===== config.mk =====
export PLATFORM = sky130hd
export DESIGN_NAME = swap_remove_slot_pool
export DESIGN_NICKNAME = d
export VERILOG_FILES = /design/src/sv/srsp_pkg.sv /design/src/sv/srsp_ram.sv /design/src/sv/srsp_counts.sv /design/src/sv/swap_remove_slot_pool.sv
export SDC_FILE = /design/constraint.sdc
export NUM_CORES = 2
export LEC_CHECK = 0
export ABC_AREA = 0
export BUFFER_PORTS_ARGS = -buffer_cell sky130_fd_sc_hd__buf_2
export CAP_MARGIN = 10
export CORE_MARGIN = 8
export CORE_UTILIZATION = 60
export DETAILED_ROUTE_END_ITERATION = 12
export PLACE_DENSITY = 0.76
export SLEW_MARGIN = 30
export SYNTH_ARGS = -nofsm -noshare
export SYNTH_HDL_FRONTEND = slang
export SYNTH_HIERARCHICAL = 1
export SYNTH_SLANG_ARGS = --single-unit

===== constraint.sdc =====
create_clock -name clk -period 7.7 [get_ports clk]
set_input_delay 0.385 -clock clk [delete_from_list [all_inputs] [get_ports clk]]
set_output_delay 0.385 -clock clk [all_outputs]
set_load 0.01 [all_outputs]

===== src/sv/srsp_pkg.sv =====
// ----------------------------------------------------------------------------
// srsp_pkg
// Shared types and codes for the swap-remove slot pool.
// ----------------------------------------------------------------------------
package srsp_pkg;

  localparam int POOL_COUNT_DEF     = 2;
  localparam int SLOTS_PER_POOL_DEF = 64;

  localparam int POOL_W  = 2;   // pool field
  localparam int SLOT_W  = 6;   // slot ids and positions
  localparam int CNT_W   = 7;   // active / created counts
  localparam int STAT_W  = 2;

  localparam logic MODE_ALLOC   = 1'b0;
  localparam logic MODE_RELEASE = 1'b1;

  localparam logic [STAT_W-1:0] STAT_OK        = 2'd0;
  localparam logic [STAT_W-1:0] STAT_BAD_POOL  = 2'd1;
  localparam logic [STAT_W-1:0] STAT_EXHAUSTED = 2'd2;
  localparam logic [STAT_W-1:0] STAT_FREE      = 2'd3;

  // count update request from the control logic to the count file
  typedef struct packed {
    logic              act_inc;
    logic              act_dec;
    logic              cre_inc;
    logic [POOL_W-1:0] pool;
  } count_upd_t;

endpackage


===== src/sv/srsp_ram.sv =====
// ----------------------------------------------------------------------------
// srsp_ram
// Single-port synchronous RAM, one access a cycle, registered read data.
// ----------------------------------------------------------------------------
module srsp_ram #(
  parameter int DEPTH  = 128,
  parameter int IDX_W  = 7,
  parameter int DATA_W = 6
) (
  input  logic              clk,
  input  logic              en,
  input  logic              we,
  input  logic [IDX_W-1:0]  addr,
  input  logic [DATA_W-1:0] wdata,
  output logic [DATA_W-1:0] rdata
);

  logic [DATA_W-1:0] mem [DEPTH];
  logic [DATA_W-1:0] rdata_r;

  always_ff @(posedge clk) begin
    if (en) begin
      if (we) begin
        mem[addr] <= wdata;
      end else begin
        rdata_r <= mem[addr];
      end
    end
  end

  assign rdata = rdata_r;

endmodule


===== src/sv/srsp_counts.sv =====
// ----------------------------------------------------------------------------
// srsp_counts
// Per-pool active and created counts, looked up by pool, updated by request.
// ----------------------------------------------------------------------------
module srsp_counts #(
  parameter int POOL_COUNT = srsp_pkg::POOL_COUNT_DEF
) (
  input  logic                           clk,
  input  logic                           rst_n,
  input  logic [srsp_pkg::POOL_W-1:0]    sel_pool,
  output logic [srsp_pkg::CNT_W-1:0]     act,
  output logic [srsp_pkg::CNT_W-1:0]     cre,
  input  srsp_pkg::count_upd_t           upd
);

  logic [srsp_pkg::CNT_W-1:0] act_r   [POOL_COUNT];
  logic [srsp_pkg::CNT_W-1:0] cre_r   [POOL_COUNT];
  logic [srsp_pkg::CNT_W-1:0] act_nxt [POOL_COUNT];
  logic [srsp_pkg::CNT_W-1:0] cre_nxt [POOL_COUNT];

  always_comb begin
    act = '0;
    cre = '0;
    for (int i = 0; i < POOL_COUNT; i++) begin
      if (sel_pool == srsp_pkg::POOL_W'(i)) begin
        act = act_r[i];
        cre = cre_r[i];
      end
    end
  end

  always_comb begin
    for (int i = 0; i < POOL_COUNT; i++) begin
      act_nxt[i] = act_r[i];
      cre_nxt[i] = cre_r[i];
      if (upd.pool == srsp_pkg::POOL_W'(i)) begin
        if (upd.act_inc) begin
          act_nxt[i] = act_r[i] + 1'b1;
        end else if (upd.act_dec) begin
          act_nxt[i] = act_r[i] - 1'b1;
        end
        if (upd.cre_inc) begin
          cre_nxt[i] = cre_r[i] + 1'b1;
        end
      end
    end
  end

  always_ff @(posedge clk) begin
    for (int i = 0; i < POOL_COUNT; i++) begin
      if (!rst_n) begin
        act_r[i] <= '0;
        cre_r[i] <= '0;
      end else begin
        act_r[i] <= act_nxt[i];
        cre_r[i] <= cre_nxt[i];
      end
    end
  end

endmodule


===== src/sv/swap_remove_slot_pool.sv =====
// ----------------------------------------------------------------------------
// swap_remove_slot_pool
// Dense slot pools: allocate from the front, release by swap with last live.
// ----------------------------------------------------------------------------
//  channel   ports                                         handshake
//  input     in_mode, in_pool, in_handle                   start & !busy
//  result    out_handle_out, out_status, out_live_count    out_valid, 1 cycle
//
//  Allocate and every rejected request pass through accept and execute; release of
//  a live slot adds a second write state, as each single-port position RAM takes
//  two writes for the swap. The result strobe follows the execute cycle.
//  Reset clears counts and control at once; RAM contents need no clearing.
//  The receiver cannot stall; busy alone holds off new requests.
module swap_remove_slot_pool #(
  parameter int POOL_COUNT     = srsp_pkg::POOL_COUNT_DEF,
  parameter int SLOTS_PER_POOL = srsp_pkg::SLOTS_PER_POOL_DEF
) (
  input  logic                          clk,
  input  logic                          rst_n,
  input  logic                          start,
  output logic                          busy,
  input  logic                          in_mode,
  input  logic [srsp_pkg::POOL_W-1:0]   in_pool,
  input  logic [srsp_pkg::SLOT_W-1:0]   in_handle,
  output logic                          out_valid,
  output logic [srsp_pkg::SLOT_W-1:0]   out_handle_out,
  output logic [srsp_pkg::STAT_W-1:0]   out_status,
  output logic [srsp_pkg::CNT_W-1:0]    out_live_count
);

  localparam int DEPTH = POOL_COUNT * SLOTS_PER_POOL;
  localparam int IDX_W = (DEPTH > 1) ? $clog2(DEPTH) : 1;
  localparam int SW    = srsp_pkg::SLOT_W;
  localparam int CW    = srsp_pkg::CNT_W;

  localparam logic [1:0] ST_IDLE = 2'd0;
  localparam logic [1:0] ST_EXEC = 2'd1;
  localparam logic [1:0] ST_WR2  = 2'd2;

  function automatic logic [IDX_W-1:0] mem_addr(input logic [srsp_pkg::POOL_W-1:0] p,
                                                input logic [CW-1:0] off);
    return IDX_W'(int'(p) * SLOTS_PER_POOL + int'(off));
  endfunction

  logic [1:0]                  state_r, state_nxt;
  logic                        req_mode_r;
  logic [srsp_pkg::POOL_W-1:0] req_pool_r;
  logic [SW-1:0]               req_handle_r;
  logic [CW-1:0]               req_act_r, req_cre_r;
  logic                        req_pool_ok_r;

  logic                        out_valid_r;
  logic [SW-1:0]               out_handle_r;
  logic [srsp_pkg::STAT_W-1:0] out_status_r;
  logic [CW-1:0]               out_live_r;

  logic                        accept;
  logic [CW-1:0]               act_cur, cre_cur;
  srsp_pkg::count_upd_t        upd;

  logic                        sap_en, sap_we, pos_en, pos_we;
  logic [IDX_W-1:0]            sap_addr, pos_addr;
  logic [SW-1:0]               sap_wdata, pos_wdata, sap_rdata, pos_rdata;

  logic                        exhausted, fresh, bad_handle, bad_pos, rel_ok;
  logic [CW-1:0]               last;
  logic [SW-1:0]               alloc_id;
  logic                        res_load;
  logic [SW-1:0]               res_handle;
  logic [srsp_pkg::STAT_W-1:0] res_status;
  logic [CW-1:0]               res_live;

  assign accept = start && !busy;
  assign busy   = (state_r != ST_IDLE);

  srsp_counts #(
    .POOL_COUNT (POOL_COUNT)
  ) u_counts (
    .clk      (clk),
    .rst_n    (rst_n),
    .sel_pool (in_pool),
    .act      (act_cur),
    .cre      (cre_cur),
    .upd      (upd)
  );

  srsp_ram #(.DEPTH(DEPTH), .IDX_W(IDX_W), .DATA_W(SW)) u_slot_at_pos (
    .clk   (clk),
    .en    (sap_en),
    .we    (sap_we),
    .addr  (sap_addr),
    .wdata (sap_wdata),
    .rdata (sap_rdata)
  );

  srsp_ram #(.DEPTH(DEPTH), .IDX_W(IDX_W), .DATA_W(SW)) u_pos_of_slot (
    .clk   (clk),
    .en    (pos_en),
    .we    (pos_we),
    .addr  (pos_addr),
    .wdata (pos_wdata),
    .rdata (pos_rdata)
  );

  // decisions during execute, from the request and the RAM read data
  always_comb begin
    last       = req_act_r - 1'b1;
    exhausted  = (req_act_r >= CW'(SLOTS_PER_POOL));
    fresh      = (req_act_r >= req_cre_r);
    alloc_id   = fresh ? req_cre_r[SW-1:0] : sap_rdata;
    bad_handle = ({1'b0, req_handle_r} >= req_cre_r);
    bad_pos    = ({1'b0, pos_rdata} >= req_act_r);
    rel_ok     = req_pool_ok_r && (req_mode_r == srsp_pkg::MODE_RELEASE) &&
                 !bad_handle && !bad_pos;

    res_handle = req_handle_r;
    res_status = srsp_pkg::STAT_OK;
    res_live   = req_act_r;
    if (!req_pool_ok_r) begin
      res_handle = '0;
      res_status = srsp_pkg::STAT_BAD_POOL;
      res_live   = '0;
    end else if (req_mode_r == srsp_pkg::MODE_ALLOC) begin
      if (exhausted) begin
        res_handle = '0;
        res_status = srsp_pkg::STAT_EXHAUSTED;
      end else begin
        res_handle = alloc_id;
        res_live   = req_act_r + 1'b1;
      end
    end else if (bad_handle || bad_pos) begin
      res_status = srsp_pkg::STAT_FREE;
    end else begin
      res_live = last;
    end
  end

  // RAM port and count control
  always_comb begin
    sap_en    = 1'b0;
    sap_we    = 1'b0;
    sap_addr  = '0;
    sap_wdata = '0;
    pos_en    = 1'b0;
    pos_we    = 1'b0;
    pos_addr  = '0;
    pos_wdata = '0;
    upd       = '{act_inc: 1'b0, act_dec: 1'b0, cre_inc: 1'b0, pool: req_pool_r};
    state_nxt = state_r;
    res_load  = 1'b0;
    case (state_r)
      ST_IDLE: begin
        if (accept) begin
          sap_en    = 1'b1;
          pos_en    = 1'b1;
          pos_addr  = mem_addr(in_pool, CW'(in_handle));
          sap_addr  = (in_mode == srsp_pkg::MODE_ALLOC) ? mem_addr(in_pool, act_cur)
                                                        : mem_addr(in_pool, act_cur - 1'b1);
          state_nxt = ST_EXEC;
        end
      end
      ST_EXEC: begin
        res_load  = 1'b1;
        state_nxt = ST_IDLE;
        if (req_pool_ok_r && req_mode_r == srsp_pkg::MODE_ALLOC && !exhausted) begin
          upd.act_inc = 1'b1;
          if (fresh) begin
            upd.cre_inc = 1'b1;
            sap_en      = 1'b1;
            sap_we      = 1'b1;
            sap_addr    = mem_addr(req_pool_r, req_act_r);
            sap_wdata   = req_cre_r[SW-1:0];
            pos_en      = 1'b1;
            pos_we      = 1'b1;
            pos_addr    = mem_addr(req_pool_r, req_cre_r);
            pos_wdata   = req_act_r[SW-1:0];
          end
        end else if (rel_ok) begin
          // move the last live slot into the released position
          upd.act_dec = 1'b1;
          sap_en      = 1'b1;
          sap_we      = 1'b1;
          sap_addr    = mem_addr(req_pool_r, CW'(pos_rdata));
          sap_wdata   = sap_rdata;
          pos_en      = 1'b1;
          pos_we      = 1'b1;
          pos_addr    = mem_addr(req_pool_r, CW'(sap_rdata));
          pos_wdata   = pos_rdata;
          state_nxt   = ST_WR2;
        end
      end
      ST_WR2: begin
        sap_en    = 1'b1;
        sap_we    = 1'b1;
        sap_addr  = mem_addr(req_pool_r, last);
        sap_wdata = req_handle_r;
        pos_en    = 1'b1;
        pos_we    = 1'b1;
        pos_addr  = mem_addr(req_pool_r, CW'(req_handle_r));
        pos_wdata = last[SW-1:0];
        state_nxt = ST_IDLE;
      end
      default: begin
        state_nxt = ST_IDLE;
      end
    endcase
  end

  always_ff @(posedge clk) begin
    if (!rst_n) begin
      state_r     <= ST_IDLE;
      out_valid_r <= 1'b0;
    end else begin
      state_r     <= state_nxt;
      out_valid_r <= res_load;
    end
  end

  always_ff @(posedge clk) begin
    if (accept) begin
      req_mode_r    <= in_mode;
      req_pool_r    <= in_pool;
      req_handle_r  <= in_handle;
      req_act_r     <= act_cur;
      req_cre_r     <= cre_cur;
      req_pool_ok_r <= (int'(in_pool) < POOL_COUNT);
    end
    if (res_load) begin
      out_handle_r <= res_handle;
      out_status_r <= res_status;
      out_live_r   <= res_live;
    end
  end

  assign out_valid      = out_valid_r;
  assign out_handle_out = out_handle_r;
  assign out_status     = out_status_r;
  assign out_live_count = out_live_r;

endmodule


Yosys cells after proc, flatten, opt, wreduce, memory -nomap -nowiden
Memories as Yosys holds them, arrays and structs flattened. A register that Yosys moved wholly into a read port is not among the register bits.
Index checks and enable logic that the tools add are counted.
{"block": "totals", "rom_bits": 0, "ff_bits": 42, "word_cells": 131, "inputBits": 12, "n_memories": 4, "mem_bits_rw": 1564, "latch_bits": 0, "out_inout_bits": 17}
{"name": "u_pos_of_slot.mem", "words": 128, "width": 6, "read_ports": 1, "rd_ports_with_merged_regs": 1, "write_ports": 1, "line_no": "srsp_ram.sv:18", "text": "logic [DATA_W-1:0] mem [DEPTH];"}
{"name": "u_slot_at_pos.mem", "words": 128, "width": 6, "read_ports": 1, "rd_ports_with_merged_regs": 1, "write_ports": 1, "line_no": "srsp_ram.sv:18"}
{"name": "u_counts.act_r", "words": 2, "width": 7, "read_ports": 2, "rd_ports_with_merged_regs": 0, "write_ports": 2, "line_no": "srsp_counts.sv:16", "text": "logic [srsp_pkg::CNT_W-1:0] act_r [POOL_COUNT];"}
{"name": "u_counts.cre_r", "words": 2, "width": 7, "read_ports": 2, "rd_ports_with_merged_regs": 0, "write_ports": 2, "line_no": "srsp_counts.sv:17", "text": "logic [srsp_pkg::CNT_W-1:0] cre_r [POOL_COUNT];"}
{"block": "op_classes", "shifts": 0, "n_mul": 0, "n_eq_ne": 5, "bitwise_logic": 6, "n_addsub": 18, "mux": 66, "reduce_logical": 16, "magnitude_cmp": 5, "div": 0}
{"op": "7-bit two-way mux", "count": 30}
{"op": "6-bit two-way mux", "count": 9}
{"op": "7-bit one-hot mux with 3 select lines", "count": 2}
{"op": "7-bit by 1-bit adder with 7-bit output, second input constant", "count": 5}
{"op": "7-bit adder", "count": 5}
{"op": "7-bit by 6-bit adder with 7-bit output", "count": 4}
{"op": "7-bit by 1-bit subtractor with 7-bit output, second input constant", "count": 4}
{"op": "6-bit one-hot mux with 2 select lines", "count": 2}
{"op": "6-bit by 7-bit >= comparator with 1-bit output", "count": 2}
{"op": "1-bit two-way mux", "count": 13}
{"op": "2-bit two-way mux", "count": 6}
{"op": "7-bit >= comparator", "count": 1}
{"op": "7-bit >= comparator, second input constant", "count": 1}
{"op": "2-bit by 1-bit equality test with 1-bit output, second input constant", "count": 3}
{"op": "1-bit logical AND", "count": 6}
{"op": "2-bit zero test", "count": 3}
{"op": "1-bit zero test", "count": 4}
{"op": "1-bit bitwise OR", "count": 4}
{"op": "2-bit one-hot mux with 2 select lines", "count": 1}
{"op": "3-bit two-way mux", "count": 1}
{"op": "1-bit one-hot mux with 3 select lines", "count": 1}
{"op": "2-bit equality test, second input constant", "count": 1}
{"op": "2-bit < comparator, second input constant", "count": 1}
{"op": "2-bit inequality test, second input constant", "count": 1}
{"op": "5 further kinds", "count": 6}

Logic depth before layout (Yosys ltp)
{"block": "depth", "ltp_word": 11, "ltp_mapped": 22, "ltp_nobuf": 19}

Cells and area by module
The synthesis kept the hierarchy.
{"module": "srsp_ram", "seq_area_each_um2": 23242.3, "instances": 2, "cells_each": 1879, "area_per_inst_um2": 30453.0}
{"module": "swap_remove_slot_pool", "seq_area_each_um2": 1231.2, "instances": 1, "cells_each": 321, "area_per_inst_um2": 3098.0}
{"module": "srsp_counts", "seq_area_each_um2": 560.5, "instances": 1, "cells_each": 219, "area_per_inst_um2": 1866.8}

Worst setup path before layout
No wires, ideal clock.
{"block": "synth_path", "path_type": "reg2reg", "startpoint": "reg req_act_r[4]", "endpoint": "mem u_slot_at_pos.mem[0][1] (data pin)", "arrival_ps": 5157, "setup_time_ps": 874, "period_less_slack_ps": 6031, "path_buffers": 1, "required_time_ps": 6826, "path_stages_with_launch": 10, "path_slack_ps": 1669, "path_cell_list": "edfxtp_1 inv_1 ha_1 a211oi_2 o32a_1 o21ai_2 nor3_4 buf_6 nand2_1 a21boi_1"}
{"block": "synth_via", "elab_chain_len": 6, "word_cells_on_any_way": 11, "classes_between": "3 x order compare; 4 x mux; 4 x reduce/logical"}
{"item": "start: declaration", "line_no": "swap_remove_slot_pool.sv:49", "text": "logic [CW-1:0] req_act_r, req_cre_r;"}
{"item": "start signal: assignment", "line_no": "swap_remove_slot_pool.sv:224", "text": "req_act_r <= act_cur;"}
{"item": "6-bit by 7-bit >= comparator with 1-bit output", "line_no": "swap_remove_slot_pool.sv:112", "text": "bad_pos = ({1'b0, pos_rdata} >= req_act_r);"}
{"item": "1-bit zero test", "line_no": "swap_remove_slot_pool.sv:114", "text": "!bad_handle && !bad_pos;"}
{"item": "1-bit logical AND", "line_no": "swap_remove_slot_pool.sv:114"}
{"item": "6-bit two-way mux", "line_no": "swap_remove_slot_pool.sv:178", "text": "end else if (rel_ok) begin"}
{"item": "6-bit two-way mux *", "line_no": "swap_remove_slot_pool.sv:165", "text": "if (req_pool_ok_r && req_mode_r == srsp_pkg::MODE_ALLOC && !exhausted) begin"}
{"item": "6-bit one-hot mux with 2 select lines *", "line_no": "swap_remove_slot_pool.sv:151", "text": "case (state_r)"}
{"item": "named net sap_wdata[1]", "line_no": "swap_remove_slot_pool.sv:63", "text": "logic [SW-1:0] sap_wdata, pos_wdata, sap_rdata, pos_rdata;"}
{"item": "end: declaration", "line_no": "srsp_ram.sv:18"}
Mark *: on every way through the listed nets, which the timed path passes. The rest lies on a longest branch.

Final worst setup path
{"block": "layout_path", "startpoint": "reg req_act_r[0]", "endpoint": "reg u_pos_of_slot.rdata_r[4] (netlist: u_pos_of_slot/rdata[4]) (read register of u_pos_of_slot.mem) (data pin)"}
{"block": "layout_via", "word_cells_on_any_way": 18, "classes_between": "3 x order compare; 9 x mux; 1 x bitwise; 5 x reduce/logical"}
{"item": "6-bit by 7-bit >= comparator with 1-bit output", "line_no": "swap_remove_slot_pool.sv:112"}
{"item": "1-bit zero test", "line_no": "swap_remove_slot_pool.sv:114"}
{"item": "1-bit logical AND", "line_no": "swap_remove_slot_pool.sv:114"}
{"item": "7-bit two-way mux", "line_no": "swap_remove_slot_pool.sv:178"}
{"item": "7-bit two-way mux *", "line_no": "swap_remove_slot_pool.sv:165"}
{"item": "7-bit one-hot mux with 3 select lines *", "line_no": "swap_remove_slot_pool.sv:151"}
{"item": "named net pos_addr[2]", "line_no": "swap_remove_slot_pool.sv:62", "text": "logic [IDX_W-1:0] sap_addr, pos_addr;"}
{"item": "end: declaration", "line_no": "srsp_ram.sv:19", "text": "logic [DATA_W-1:0] rdata_r;"}
Marks and branches as above.
A chain may end at the register's enable or synchronous reset.

==> reports/metrics.yaml <==
drv_cap: 0
synthTopCellsByArea: "edfxtp_1, a221oi_1, nor2_1, mux2i_1, a21oi_1"
critPathKind: "reg2reg"
worst_hold_slack_ps: 137
antenna_found_initial: 1
rrSetupSlack_ps: 1170
firstDrtPassIters: 7
postLayoutCoreUtil_pct: 66.9
pwr-share-comb_pct: 9.0
drc: 0
min_to: "req_pool_r[0]"
min_path_cells: 1
hp-start: "in_pool[0]"
grt.total_usage_pct: 30.0
drtAntennaViolNets: 0
final_nets: 4392
max_slew_margin_pct: 25.9
synthToLayoutAreaGrowth_pct: 10.6
cts_buffer_depth: 3
placed_area_mm2: 0.0678
path_max_fanout: 39
drt_iter0_drc: 6973
start_kind: "flip-flop"
setup_ws_ps: 1170
synth.avg_cell_area_um2: 15.3
setup_tns_ps: 0
vias: 42200
worst_pin_slew_ps: 1110
p_int_mw: 14.4
root_buffer: "clkbuf_16"
fp.dieArea_mm2: 0.121
dieHeight_um: 347
cp.required_ps: 8340
ys_ff_latch: 1618
io-pin-count: 29
max_freq_mhz: 153
synth_warnings: 6
r2r-start: "req_act_r[0]"
synth_top_cell_by_area: "edfxtp_1"
htree_levels: 4
postSynth.asyncResetShare_pct: 0
core-area_mm2: 0.109
ys_types: 88
synth_edf_count: 1587
grt_start_max_net_pins: 97
instances_no_fill: 5870
setup_viol_count_final: 0
wl_per_cell_um: 31.7
ir_drop_mv: 0.296
start_util_pct: 60.5
timing.final.hold_violations: 0
ff2ff_path_depth: 16
p_leak_nw: 25.0
cts_buffers: 159
mostFrequentLayoutCell: "edfxtp_1"
powerDensity_mw_per_mm2: 259
rsz0062_at_grt: "no"
crit_start: "req_act_r[0]"
final_cell_area_mm2: 0.0729
grt_pass1_wl_mm: 271
hpwl_mm: 114
p_switching_mw: 4.51
grt_pass1_vias: 40800
end_kind: "flip-flop"
overflow: 0
synth_nets: 4356
ys_seq_area_share_pct: 73.3
fill_cells: 7135
rows: 121
worstPathArrival_ps: 7160
finalClockSkew_ps: 35.5
final_cell_mix: "edfxtp_1, nor2_1, a221oi_1"
hold_class: "in2reg"
post_cts_buffers: 0
fp.dieW_um: 347
drt_wl_total_mm: 186
clock_latency_ps: 780
pwr-share-clk_pct: 39.8
synth_ff_type: "edfxtp_1"
finalPower_mw: 18.9
syn_inst: 4298
via_per_inst: 7.19
port_buffers: 28
clkTransAtPathRegs_ps: 60
cts_tree: "built"
maxSlewViolCount: 0
place_congestion: 0.937
yosysTopAreaCellShare_pct: 72.3
outcome: "completed"
placed_cells: 5577
fin_crit_sh_pct: 84.8
pre_cts_ws_ps: 1340
finalCriticalPeriod_ps: 6530
drive_gt1_share_pct: 13.3
rr_endpoint: "u_pos_of_slot/rdata[4]"
synth_area_mm2: 0.0659
seq_power_share_pct: 51.1
swShare_pct: 23.9
cts_sinks: 1618
-- cell families (layout without fill, tap and decap cells) --
| group | after synthesis | in the layout | share of synthesized area (%) |
|---|---|---|---|
| and+or+nand+nor | 878 | 878 | 5.93 |
| AOI/OAI and AO/OA | 1123 | 1123 | 12.2 |
| buffers and inverters | 347 | 502 | 2.54 |
| adders and majority gates | 46 | 46 | 0.908 |
| muxes | 260 | 260 | 4.79 |
| other | 0 | 3 | 0 |
| xor gates and xnor gates | 26 | 26 | 0.346 |
| DFF | 1618 | 1618 | 73.3 |
-- per-layer routing --
layer  track usage (%)  vias up  routed length [um]
li1                  -    17200                   -
met1              40.7    20700               64500
met2              45.3     3626               83700
met3              7.80      709               27000
met4              15.3        0               11100
met5                 0        -                   0
-- critical path, cell delays in order, from the launching register on --
cell and delay (ps):
edfxtp_1 460, inv_1 260, ha_1 280, nor2b_1 90, o21ai_0 110, a21oi_2 590
nor2_1 410, a22oi_1 500, a31oi_4 450, buf_4 340, nor2_4 550, buf_4 650
a221oi_1 190, nor2_1 140, o21ai_0 210, a311oi_1 820, a2111o_1 270
-- cells in the mapped netlist (all sizes together) (6+ instances only) --
master / number
a22oi: 139
nand3: 56
a31oi: 27
o211ai: 12
nor2b: 42
nand2b: 12
a21boi: 12
o21ai: 169
xnor2: 16
o221ai: 29
nor4: 12
nand4b: 9
mux2: 101
dfxtp: 31
or3: 9
xor2: 10
a221o: 30
nor3: 27
edfxtp: 1587
a22o: 24
nor3b: 14
buf: 189
nand4: 12
or2: 6
clkbuf: 111
a21oi: 236
a222oi: 11
o2111ai: 6
o22a: 24
inv: 47
mux4: 34
and2: 28
a221oi: 259
o22ai: 33
a21o: 21
and3: 6
nand2: 210
mux2i: 125
a211oi: 23
ha: 43
a311oi: 10
nor2: 426
-- power groups by stage --
stage | registers, mW | logic (mW) | clock network, mW
detailed placement | 9.84 | 1.62 | 0
global route | 9.65 | 1.75 | 7.87
global placement | 9.84 | 1.61 | 0
finish | 9.66 | 1.71 | 7.52
floorplan | 9.81 | 1.00 | 0
CTS | 9.65 | 1.64 | 7.57
-- sequential cells by signal, summed over array words and instances, names as in the netlist --
register,cells
u_pos_of_slot/mem,768
u_slot_at_pos/mem,768
req_pool_ok_r,1
u_counts/cre_r,14
req_act_r,7
req_cre_r,7
out_handle_out,6
out_valid,1
u_slot_at_pos/rdata,6
req_pool_r,2
req_mode_r,1
out_live_count,7
out_status,2
state_r,2
u_pos_of_slot/rdata,6
req_handle_r,6
u_counts/act_r,14
-- layout make-up --
class | instances | area (um2) | area share [%]
well taps | 1414 | 1770 | 2.43
clock buffers | 198 | 4190 | 5.75
clock inverters | 82 | 798 | 1.10
repair buffers | 175 | 1380 | 1.89
multi-input cells | 2333 | 16300 | 22.3
inverters | 47 | 176 | 0.242
diodes | 3 | 7.51 | 0.0103
flip-flops and latches | 1618 | 48300 | 66.3
-- worst max path at each step --
stage          cells past startpoint                        to
3_3_place_gp                      12  u_pos_of_slot/mem[74][1]
5_1_grt                           16    u_pos_of_slot/rdata[4]
2_1_floorplan                      9   u_slot_at_pos/mem[0][1]
6_report                          16    u_pos_of_slot/rdata[4]
3_5_place_dp                      16    u_pos_of_slot/rdata[2]
4_1_cts                           16    u_pos_of_slot/rdata[2]
-- repair_timing --
item                      in CTS  in global routing
hold buffers                   9                  0
resized for setup              0                  0
hold endpoints to repair      11                  0
Note: power is estimated with default switching activity, not from simulation.
